<file path="config.mk">
export PLATFORM = sky130hd
export DESIGN_NAME = recency_list_with_counts
export DESIGN_NICKNAME = d
export VERILOG_FILES = /design/src/sv/rlc_pkg.sv /design/src/sv/rlc_ctrl.sv /design/src/sv/rlc_datapath.sv /design/src/sv/recency_list_with_counts.sv
export SDC_FILE = /design/constraint.sdc
export NUM_CORES = 2
export LEC_CHECK = 0
export ABC_AREA = 1
export BUFFER_PORTS_ARGS = -buffer_cell sky130_fd_sc_hd__buf_2
export CELL_PAD_IN_SITES_DETAIL_PLACEMENT = 1
export CELL_PAD_IN_SITES_GLOBAL_PLACEMENT = 1
export CORE_ASPECT_RATIO = 1.4
export CORE_MARGIN = 2
export CORE_UTILIZATION = 45
export CTS_CLUSTER_SIZE = 24
export DETAILED_ROUTE_END_ITERATION = 8
export PLACE_DENSITY_LB_ADDON = 0.1
export SETUP_SLACK_MARGIN = 0.4
export SLEW_MARGIN = 40
export SYNTH_ARGS = -nofsm -noshare
export SYNTH_HDL_FRONTEND = slang
export SYNTH_SLANG_ARGS = --single-unit
</file>
<file path="constraint.sdc">
create_clock -name clk -period 69.8 [get_ports clk]
set_clock_uncertainty 0.15 [all_clocks]
set_input_delay 6.98 -clock clk [delete_from_list [all_inputs] [get_ports clk]]
set_output_delay 6.98 -clock clk [all_outputs]
set_load 0.01 [all_outputs]
</file>
<file path="src/sv/rlc_pkg.sv">
package rlc_pkg;

    // Storage depth and derived index widths
    localparam int MAX_DEPTH = 16;
    localparam int IDX_W     = (MAX_DEPTH > 1) ? $clog2(MAX_DEPTH) : 1;
    localparam int FILL_W    = $clog2(MAX_DEPTH + 1);

    // Field widths
    localparam int ID_W  = 32;
    localparam int CNT_W = 16;
    localparam int CFG_W = 5;

    localparam logic [CNT_W-1:0] COUNT_MAX         = '1;
    localparam logic [CFG_W-1:0] RESET_MAX_ENTRIES = 5'd5;

    typedef enum logic [1:0] {
        OP_ADD   = 2'd0,
        OP_CLEAR = 2'd1,
        OP_LIST  = 2'd2,
        OP_QUERY = 2'd3
    } opcode_t;

    // Controller to datapath
    typedef struct packed {
        logic capture;     // latch the incoming request
        logic find;        // latch the lookup result
        logic update;      // commit add or clear to the list
        logic out_load;    // load the output register
        logic list_emit;   // output register takes the current list entry
        logic list_start;  // point the read index at the newest entry
        logic list_next;   // step the read index toward the oldest entry
    } cmd_t;

    // Datapath to controller
    typedef struct packed {
        opcode_t op;
        logic    fill_zero;
        logic    rd_last;
    } status_t;

endpackage

</file>
<file path="src/sv/rlc_ctrl.sv">
module rlc_ctrl (
    input  logic              clk,
    input  logic              rst_n,
    input  logic              s_tvalid,
    output logic              s_tready,
    input  logic              m_tready,
    output logic              m_tvalid,
    input  rlc_pkg::status_t  status,
    output rlc_pkg::cmd_t     cmd
);

    typedef enum logic [1:0] {
        ST_IDLE,
        ST_FIND,
        ST_EXEC,
        ST_LIST
    } state_t;

    state_t state_reg;
    state_t state_next;
    logic   m_tvalid_reg;
    logic   m_tvalid_next;
    logic   out_free;

    assign out_free = !m_tvalid_reg || m_tready;
    assign s_tready = (state_reg == ST_IDLE);
    assign m_tvalid = m_tvalid_reg;

    // Sequence one request through lookup, execute and list walk
    always_comb
    begin
        cmd        = '0;
        state_next = state_reg;
        case (state_reg)
            ST_IDLE:
            begin
                if (s_tvalid)
                begin
                    cmd.capture = 1'b1;
                    state_next  = ST_FIND;
                end
            end
            ST_FIND:
            begin
                cmd.find   = 1'b1;
                state_next = ST_EXEC;
            end
            ST_EXEC:
            begin
                if (out_free)
                begin
                    if (status.op == rlc_pkg::OP_LIST && !status.fill_zero)
                    begin
                        cmd.list_start = 1'b1;
                        state_next     = ST_LIST;
                    end
                    else
                    begin
                        cmd.update   = 1'b1;
                        cmd.out_load = 1'b1;
                        state_next   = ST_IDLE;
                    end
                end
            end
            ST_LIST:
            begin
                if (out_free)
                begin
                    cmd.out_load  = 1'b1;
                    cmd.list_emit = 1'b1;
                    cmd.list_next = 1'b1;
                    if (status.rd_last)
                    begin
                        state_next = ST_IDLE;
                    end
                end
            end
            default:
            begin
                state_next = ST_IDLE;
            end
        endcase
    end

    // Hold the output valid until the result is taken
    always_comb
    begin
        if (cmd.out_load)
        begin
            m_tvalid_next = 1'b1;
        end
        else if (m_tready)
        begin
            m_tvalid_next = 1'b0;
        end
        else
        begin
            m_tvalid_next = m_tvalid_reg;
        end
    end

    always_ff @(posedge clk or negedge rst_n)
    begin
        if (!rst_n)
        begin
            state_reg    <= ST_IDLE;
            m_tvalid_reg <= 1'b0;
        end
        else
        begin
            state_reg    <= state_next;
            m_tvalid_reg <= m_tvalid_next;
        end
    end

endmodule

</file>
<file path="src/sv/rlc_datapath.sv">
module rlc_datapath (
    input  logic                              clk,
    input  logic                              rst_n,
    input  logic                              cfg_valid,
    input  logic [rlc_pkg::CFG_W-1:0]         cfg_data,
    input  logic [1:0]                        in_opcode,
    input  logic [rlc_pkg::ID_W-1:0]          in_app_id,
    input  rlc_pkg::cmd_t                     cmd,
    output rlc_pkg::status_t                  status,
    output logic [rlc_pkg::ID_W-1:0]          out_entry_id,
    output logic [rlc_pkg::CNT_W-1:0]         out_start_count,
    output logic                              out_present,
    output logic                              out_evicted,
    output logic [rlc_pkg::ID_W-1:0]          out_evicted_id,
    output logic                              out_last
);

    localparam int MD = rlc_pkg::MAX_DEPTH;
    localparam int IW = rlc_pkg::IDX_W;
    localparam int FW = rlc_pkg::FILL_W;
    localparam int DW = rlc_pkg::ID_W;
    localparam int CW = rlc_pkg::CNT_W;

    // Entry storage, oldest at index 0
    logic [DW-1:0] ids_reg  [MD];
    logic [CW-1:0] cnts_reg [MD];
    logic [DW-1:0] ids_next [MD];
    logic [CW-1:0] cnts_next[MD];

    logic [FW-1:0]               fill_reg;
    logic [FW-1:0]               fill_next;
    logic [rlc_pkg::CFG_W-1:0]   max_reg;
    rlc_pkg::opcode_t            op_reg;
    logic [DW-1:0]               id_reg;
    logic                        hit_reg;
    logic [IW-1:0]               rd_idx_reg;
    logic [IW-1:0]               rd_idx_next;

    logic [DW-1:0] out_id_reg;
    logic [CW-1:0] out_cnt_reg;
    logic          out_pres_reg;
    logic          out_ev_reg;
    logic [DW-1:0] out_evid_reg;
    logic          out_last_reg;

    logic          hit;
    logic [IW-1:0] hit_idx;
    logic [DW-1:0] rd_id;
    logic [CW-1:0] rd_cnt;

    logic          full;
    logic          rm;
    logic [IW-1:0] rm_idx;
    logic          ev_first;
    logic          ev_second;
    logic [FW-1:0] mid_fill;
    logic [FW-1:0] lim;
    logic [CW-1:0] new_cnt;
    logic [DW-1:0] mid_ids [MD];
    logic [CW-1:0] mid_cnts[MD];
    logic [DW-1:0] evid;
    logic [FW-1:0] fill_add;

    // Parallel compare against the valid entries, lowest index wins
    always_comb
    begin
        hit     = 1'b0;
        hit_idx = '0;
        for (int i = MD - 1; i >= 0; i--)
        begin
            if (FW'(i) < fill_reg && ids_reg[i] == id_reg)
            begin
                hit     = 1'b1;
                hit_idx = IW'(i);
            end
        end
    end

    // Single read port
    assign rd_id  = ids_reg[rd_idx_reg];
    assign rd_cnt = cnts_reg[rd_idx_reg];

    // Effective limit: zero acts as one, clamp to the depth
    always_comb
    begin
        if (max_reg == '0)
        begin
            lim = FW'(1);
        end
        else if (32'(max_reg) > MD)
        begin
            lim = FW'(MD);
        end
        else
        begin
            lim = FW'(max_reg);
        end
    end

    // Add: drop the hit (or the oldest when full), append, then trim to limit
    assign full     = (fill_reg == FW'(MD));
    assign rm       = hit_reg || full;
    assign rm_idx   = hit_reg ? rd_idx_reg : '0;
    assign ev_first = !hit_reg && full;
    assign mid_fill = fill_reg - FW'(rm) + FW'(1);
    assign ev_second = !ev_first && (mid_fill > lim);
    assign fill_add = mid_fill - FW'(ev_second);

    always_comb
    begin
        if (!hit_reg)
        begin
            new_cnt = CW'(1);
        end
        else if (rd_cnt == rlc_pkg::COUNT_MAX)
        begin
            new_cnt = rd_cnt;
        end
        else
        begin
            new_cnt = rd_cnt + CW'(1);
        end
    end

    always_comb
    begin
        for (int k = 0; k < MD; k++)
        begin
            if (FW'(k) == mid_fill - FW'(1))
            begin
                mid_ids[k]  = id_reg;
                mid_cnts[k] = new_cnt;
            end
            else if (rm && IW'(k) >= rm_idx)
            begin
                mid_ids[k]  = ids_reg[(k + 1 < MD) ? k + 1 : k];
                mid_cnts[k] = cnts_reg[(k + 1 < MD) ? k + 1 : k];
            end
            else
            begin
                mid_ids[k]  = ids_reg[k];
                mid_cnts[k] = cnts_reg[k];
            end
        end
    end

    always_comb
    begin
        for (int i = 0; i < MD; i++)
        begin
            if (ev_second)
            begin
                ids_next[i]  = mid_ids[(i + 1 < MD) ? i + 1 : i];
                cnts_next[i] = mid_cnts[(i + 1 < MD) ? i + 1 : i];
            end
            else
            begin
                ids_next[i]  = mid_ids[i];
                cnts_next[i] = mid_cnts[i];
            end
        end
    end

    always_comb
    begin
        if (ev_first)
        begin
            evid = ids_reg[0];
        end
        else if (ev_second)
        begin
            evid = mid_ids[0];
        end
        else
        begin
            evid = '0;
        end
    end

    // Fill level after an update
    always_comb
    begin
        fill_next = fill_reg;
        if (cmd.update)
        begin
            case (op_reg)
                rlc_pkg::OP_ADD:   fill_next = fill_add;
                rlc_pkg::OP_CLEAR: fill_next = '0;
                default:           fill_next = fill_reg;
            endcase
        end
    end

    // Read index: lookup hit, newest entry, then step down
    always_comb
    begin
        rd_idx_next = rd_idx_reg;
        if (cmd.find)
        begin
            rd_idx_next = hit_idx;
        end
        else if (cmd.list_start)
        begin
            rd_idx_next = IW'(fill_reg - FW'(1));
        end
        else if (cmd.list_next)
        begin
            rd_idx_next = rd_idx_reg - IW'(1);
        end
    end

    // Control state
    always_ff @(posedge clk or negedge rst_n)
    begin
        if (!rst_n)
        begin
            fill_reg <= '0;
            max_reg  <= rlc_pkg::RESET_MAX_ENTRIES;
        end
        else
        begin
            fill_reg <= fill_next;
            if (cfg_valid)
            begin
                max_reg <= cfg_data;
            end
        end
    end

    // Request, lookup and entry storage
    always_ff @(posedge clk)
    begin
        if (cmd.capture)
        begin
            op_reg <= rlc_pkg::opcode_t'(in_opcode);
            id_reg <= in_app_id;
        end
        if (cmd.find)
        begin
            hit_reg <= hit;
        end
        rd_idx_reg <= rd_idx_next;
        if (cmd.update && op_reg == rlc_pkg::OP_ADD)
        begin
            for (int i = 0; i < MD; i++)
            begin
                ids_reg[i]  <= ids_next[i];
                cnts_reg[i] <= cnts_next[i];
            end
        end
    end

    // Output register
    always_ff @(posedge clk)
    begin
        if (cmd.out_load)
        begin
            if (cmd.list_emit)
            begin
                out_id_reg   <= rd_id;
                out_cnt_reg  <= rd_cnt;
                out_pres_reg <= 1'b1;
                out_ev_reg   <= 1'b0;
                out_evid_reg <= '0;
                out_last_reg <= (rd_idx_reg == '0);
            end
            else
            begin
                out_last_reg <= 1'b1;
                case (op_reg)
                    rlc_pkg::OP_ADD:
                    begin
                        out_id_reg   <= id_reg;
                        out_cnt_reg  <= new_cnt;
                        out_pres_reg <= 1'b1;
                        out_ev_reg   <= ev_first || ev_second;
                        out_evid_reg <= evid;
                    end
                    rlc_pkg::OP_QUERY:
                    begin
                        out_id_reg   <= id_reg;
                        out_cnt_reg  <= hit_reg ? rd_cnt : '0;
                        out_pres_reg <= hit_reg;
                        out_ev_reg   <= 1'b0;
                        out_evid_reg <= '0;
                    end
                    default:
                    begin
                        out_id_reg   <= '0;
                        out_cnt_reg  <= '0;
                        out_pres_reg <= 1'b0;
                        out_ev_reg   <= 1'b0;
                        out_evid_reg <= '0;
                    end
                endcase
            end
        end
    end

    assign status.op        = op_reg;
    assign status.fill_zero = (fill_reg == '0);
    assign status.rd_last   = (rd_idx_reg == '0);

    assign out_entry_id    = out_id_reg;
    assign out_start_count = out_cnt_reg;
    assign out_present     = out_pres_reg;
    assign out_evicted     = out_ev_reg;
    assign out_evicted_id  = out_evid_reg;
    assign out_last        = out_last_reg;

endmodule

</file>
<file path="src/sv/recency_list_with_counts.sv">
// Add, clear and query: capture, lookup, execute; the result loads once the output is free.
// The sequencer takes a new request only when idle, after its lookup and execute steps.
// List: the walk reads one entry a cycle through the read port while the output is free.
// A new request is taken while the previous result still waits in the output register.
// Reset (rst_n low, asynchronous): list empty, limit 5, output invalid; entries not cleared.
module recency_list_with_counts (
    input  logic        clk,
    input  logic        rst_n,
    input  logic        cfg_valid,
    output logic        cfg_ready,
    input  logic [4:0]  cfg_data,   // [4:0] max_entries
    input  logic        s_tvalid,
    output logic        s_tready,
    input  logic [31:0] s_tdata,    // [31:0] app_id
    input  logic [1:0]  s_tuser,    // [1:0] opcode
    output logic        m_tvalid,
    input  logic        m_tready,
    output logic [79:0] m_tdata,    // [31:0] entry_id, [47:32] start_count, [79:48] evicted_id
    output logic [1:0]  m_tuser,    // [0] present, [1] evicted
    output logic        m_tlast
);

    rlc_pkg::cmd_t    cmd;
    rlc_pkg::status_t status;

    logic [rlc_pkg::ID_W-1:0]  entry_id;
    logic [rlc_pkg::CNT_W-1:0] start_count;
    logic                      present;
    logic                      evicted;
    logic [rlc_pkg::ID_W-1:0]  evicted_id;
    logic                      last;

    assign cfg_ready = 1'b1;

    rlc_ctrl u_ctrl (
        .clk      (clk),
        .rst_n    (rst_n),
        .s_tvalid (s_tvalid),
        .s_tready (s_tready),
        .m_tready (m_tready),
        .m_tvalid (m_tvalid),
        .status   (status),
        .cmd      (cmd)
    );

    rlc_datapath u_datapath (
        .clk             (clk),
        .rst_n           (rst_n),
        .cfg_valid       (cfg_valid),
        .cfg_data        (cfg_data),
        .in_opcode       (s_tuser),
        .in_app_id       (s_tdata),
        .cmd             (cmd),
        .status          (status),
        .out_entry_id    (entry_id),
        .out_start_count (start_count),
        .out_present     (present),
        .out_evicted     (evicted),
        .out_evicted_id  (evicted_id),
        .out_last        (last)
    );

    // Pack the result fields
    assign m_tdata = {evicted_id, start_count, entry_id};
    assign m_tuser = {evicted, present};
    assign m_tlast = last;

endmodule
</file>
* After elaboration in Yosys (flattened, before gate mapping) *
Memories as Yosys holds them, arrays and structs flattened. A register that Yosys moved wholly into a read port is not among the register bits.
Cells that the tools add are included.

storage, ports and cells
  input port bits = 44
  memory bits (writable) = 768
  memories kept = 2
  register bits = 135
  word-level logic and storage cells = 310
  output and inout bits = 86

memory list
  memory               words  width  read ports  clocked after memory_dff  write ports  line                source
  u_datapath.ids_reg   16     32     17          1                         16           rlc_datapath.sv:25  logic [DW-1:0] ids_reg [MD];
  u_datapath.cnts_reg  16     16     16          1                         16           rlc_datapath.sv:26  logic [CW-1:0] cnts_reg [MD];

operators by class
  equality and inequality tests = 44
  add/sub/neg operators = 7
  bitwise operators = 1
  mux-type cells = 152
  reductions and logical operators = 57
  order comparisons = 33

operators by type and width
  kind                                                               count
  two-way mux 32 bit                                                 50
  two-way mux 16 bit                                                 50
  == test 32 bit                                                     16
  two-way mux 4 bit                                                  22
  == test 4 x 5 -> 1 bit (first input constant)                      8
  < comparator 4 x 5 -> 1 bit (first input constant)                 8
  logical AND 1 bit                                                  35
  one-hot mux 16 bit (2 select lines)                                1
  greater-or-equal comparator 4 bit (first input constant)           7
  == test 3 x 5 -> 1 bit (first input constant)                      4
  < comparator 3 x 5 -> 1 bit (first input constant)                 4
  adder 16 x 1 -> 16 bit (second input constant)                     1
  == test 16 bit (second input constant)                             1
  greater-or-equal comparator 3 x 4 -> 1 bit (first input constant)  4
  two-way mux 2 bit                                                  8
  logical NOT 5 bit                                                  3
  two-way mux 1 bit                                                  15
  OR reduction 15 bit                                                1
  == test 2 x 5 -> 1 bit (first input constant)                      2
  < comparator 1 x 5 -> 1 bit (first input constant)                 2
  < comparator 2 x 5 -> 1 bit (first input constant)                 2
  two-way mux 5 bit                                                  2
  one-hot mux 5 bit (2 select lines)                                 1
  subtractor 5 x 1 -> 5 bit                                          2
  26 further kinds                                                   45

* Logic depth before layout (Yosys ltp) *
An unclocked memory read counts as a cell.

  word-level depth = 21
  depth in mapped cells = 29
  mapped depth without buffers = 26

* Modules after synthesis *
From an unflattened synthesis, not the netlist that was laid out.

second synthesis, totals
  cell total of the unflattened synthesis = 8582
  area total of the unflattened synthesis = 66558.8 um^2

by module, submodules not included
  module                    area an instance (um^2)  cells an instance  times used
  rlc_datapath              66284.8                  8535               1
  rlc_ctrl                  247.7                    43                 1
  recency_list_with_counts  26.3                     4                  1

* Worst setup path after synthesis *
No wires, ideal clock.

  path kind = input -> register
  start = input m_tready
  end = register u_datapath.fill_reg[0]
  required time = 69452 ps
  path slack = 28064 ps
  stages = 6
  setup time = 198 ps
  arrival time = 41388 ps
  cells stage by stage = nor2_1 > nor3_1 > nand2_1 > nor2_1 > nand2_1 > o22ai_1

between the ends
  cells in the longest elaborated chain, start to end = 4

ends and longest elaborated chain
  item                                  line                            source
  start: declaration                    recency_list_with_counts.sv:17  input logic m_tready,
  logical OR 1 bit                      rlc_ctrl.sv:25                  assign out_free = !m_tvalid_reg || m_tready;
  two-way mux 2 bit                     rlc_ctrl.sv:50                  if (out_free)
  two-way mux 1 bit                     rlc_ctrl.sv:34                  case (state_reg)
  AND reduction 2 bit (no source line)  --
  end signal: assignment                rlc_datapath.sv:222             fill_reg <= fill_next;
  end: declaration                      rlc_datapath.sv:30              logic [FW-1:0] fill_reg;

No other way between the ends.
A chain may end at the register's enable or synchronous reset.

==> flow_summary.json <==
{
  "synth_top_family_by_area": "compound AO/OA/AOI/OAI gates",
  "synth-seq-cells": 907,
  "crit_path_start_kind": "input port",
  "grt_use_met2_pct": 66.5,
  "post_synth_fa_ha_maj_area_fraction_pct": 0.414,
  "cts_resized": 0,
  "postCtsHoldBufs": 0,
  "synthesis.area_um2": 66600,
  "crit_fanout": 63,
  "period_minus_slack_ns": 10.04,
  "cp_slowest_stage_delay_ns": 0.63,
  "utilization_pct": 48.7,
  "die_area_um2": 151000,
  "h-tree-depth": 3,
  "drt-pass1-iter-count": 6,
  "max-cap-violations": 0,
  "wirelength_um": 303000,
  "row_count": 167,
  "stdcell_count": 10808,
  "die_y_um": 459,
  "synth.distinct_cells": 63,
  "synth-xor-area-share_pct": 2.97,
  "grt_usage_pct": 39.3,
  "cp.required_ns": 70.05,
  "async_reset_ff_share_pct": 1.43,
  "hold_viol_final": 0,
  "portBuffers": 128,
  "ys_seq_area_share_pct": 40.8,
  "synth_ff_type": "edfxtp_1",
  "worst_pin_slew_ns": 1.02,
  "cts-root-buf": "clkbuf_16",
  "ys_warn_count": 0,
  "rsz0062_at_grt": "false",
  "area_delta_synth_final_pct": 7.82,
  "muxShareOfSynthArea_pct": 2.23,
  "grt_max_degree": 172,
  "start_util_pct": 45.2,
  "gp_congestion": 0.944,
  "post_cts_buffers": 0,
  "vias_per_cell": 6.36,
  "hold_path_class": "reg -> reg",
  "numCtsBuffers": 102,
  "cp_common_cell": "buf_6",
  "io-pin-count": 130,
  "synthSimpleGateAreaFrac_pct": 21.4,
  "drtAntennaViolNets": 0,
  "cts.sink_count": 907,
  "top_usage_layer": "met2",
  "antenna_found_initial": 5,
  "nets": 8844,
  "design_area_um2": 71800,
  "clkLatencyLatePin_ns": 0.77,
  "synthCells": 9146,
  "slowest_stage": "buf_6",
  "cts_tree": "yes",
  "synth-compound-area-share_pct": 23.6,
  "synth_edf_count": 890,
  "post-route-period-util_pct": 14.4,
  "fp.dieW_um": 329,
  "vias": 68768,
  "clock_path_buffers": 3,
  "grtUsageMet1_pct": 43.4,
  "fillCellCount": 18569,
  "post_drt_wl_per_cell_um": 28.0,
  "status": "finished, final reports clean",
  "grt-ovfl-total": 0,
  "numPlacedInstances": 10613,
  "clk_pin_slew_ns": 0.06,
  "drcViolationCount": 0,
  "crit_arrival_ns": 10.29,
  "synth.avg_cell_area_um2": 7.28,
  "grt_pass1_vias": 70142,
  "drtIter0Drc": 6190,
  "final_max_slew_viol_count": 0,
  "setup_viol": 0,
  "synth_nets": 9212,
  "maxSlewHeadroom_pct": 32.2,
  "placed_area_um2": 68400,
  "critical_path_class": "in -> reg",
  "dp.final_hpwl_um": 205000,
  "grt_pass1_wl_um": 447000,
  "use_met3_pct": 5.92,
  "finalSetupTns_ns": 0,
  "cp-end-kind": "flop",
  "clock.fmax_mhz": 99.6,
  "cp_cell_sequence": "buf_2, nor2_1, nor3_1, nand2_1, nor2_4, buf_6, buf_6, buf_6",
  "largest_reg_flops": 512,
  "drive_gt1_share_pct": 6.99,
  "core-area_um2": 147000
}
[Yosys cell counts (5+ instances only)]
library cell,instances,area [um^2]
a211oi_1,7,52.6
a21oi_1,462,2310
a221oi_1,13,114
a31oi_1,26,163
buf_1,124,465
buf_2,53,265
buf_4,6,45.0
buf_6,14,158
clkbuf_1,585,2200
clkinv_1,11,41.3
dfrtp_1,11,275
edfxtp_1,890,26700
ha_1,22,275
inv_1,668,2510
inv_2,19,71.3
mux2_2,32,360
mux2i_1,112,1120
nand2_1,2559,9610
nand2_2,12,75.1
nand3_1,460,2300
nand4_1,109,682
nor2_1,202,758
nor3_1,33,165
nor3_2,5,50.1
nor4_1,35,219
o211ai_1,355,2670
o21a_1,5,37.5
o21ai_0,1850,9260
o21ai_1,100,500
o22ai_1,56,350
or2_2,29,181
xnor2_1,133,1160
xor2_1,93,815
[through the flow]
step | hold slack, ns | setup WS [ns]
floorplan | 0.319 | 28.06
finish | 0.367 | 59.76
detailed placement | 0.359 | 58.83
CTS | 0.369 | 59.64
global placement | 0.347 | 58.29
global route | 0.405 | 59.60
[kinds of logic (layout without fill, tap and decap cells)]
| logic type | count (synthesis) | count (layout) |
|---|---|---|
| compound gates | 2897 | 2897 |
| xor+xnor | 226 | 226 |
| fa+ha+maj | 22 | 22 |
| buf+inv | 1483 | 1198 |
| flops | 907 | 907 |
| mux | 144 | 144 |
| other cells | 1 | 5 |
| simple gates | 3466 | 3466 |
[worst max-delay path: cells and delay by family]
| kind | cells | cell delay, ns |
|---|---|---|
| buffers and inverters | 4 | 1.95 |
| AND/OR/NAND/NOR | 4 | 1.19 |
[path summary, 6_finish.rpt]
kind,depth (start not counted),slack [ns],endpoint,from
min reg2reg,2,0.37,u_datapath.max_reg[0],u_datapath.max_reg[0]
min in group asynchronous,1,6.03,u_datapath.max_reg[1],rst_n
max reg2reg,23,62.61,u_datapath.ids_reg[10][4],u_datapath.fill_reg[2]
min,2,0.37,u_datapath.max_reg[0],u_datapath.max_reg[0]
max in group asynchronous,1,63.11,u_datapath.max_reg[2],rst_n
max,8,59.76,u_datapath.ids_reg[10][22],m_tready
[final cells by class]
class	instances	area (um^2)	share of cell area [%]
multi-input cells	6756	33900	47.3
flip-flops and latches	907	27100	37.8
clock buffers	134	2760	3.84
inverters	701	2670	3.72
well taps	1943	2430	3.39
repair buffers	310	2300	3.20
clock inverters	53	508	0.708
diodes	4	10.0	0.0139
[layer usage]
metal | part of all wire [%] | routed length [um]
met5 | 0.011 | 33
met4 | 9.5 | 28700
met3 | 6.5 | 19700
met2 | 48 | 146000
met1 | 36 | 108000
[layout by cell type (no fill, tap or decap), types with 56 or more instances in the layout]
cell type  netlist  final
xor2_1          93     93
o21ai_0       1850   1850
a21oi_1        462    460
xnor2_1        133    133
buf_2           53    128
o21ai_1        100     97
nand4_1        109    109
nor2_1         202    196
mux2i_1        112    112
inv_1          668    655
buf_4            6    136
clkbuf_16        0    105
nand3_1        460    453
o22ai_1         56     56
edfxtp_1       890    890
nand2_1       2559   2547
o211ai_1       355    355
Power is not shown: default switching activity piles up to over one toggle a cycle in this logic, so the estimate is an artifact.
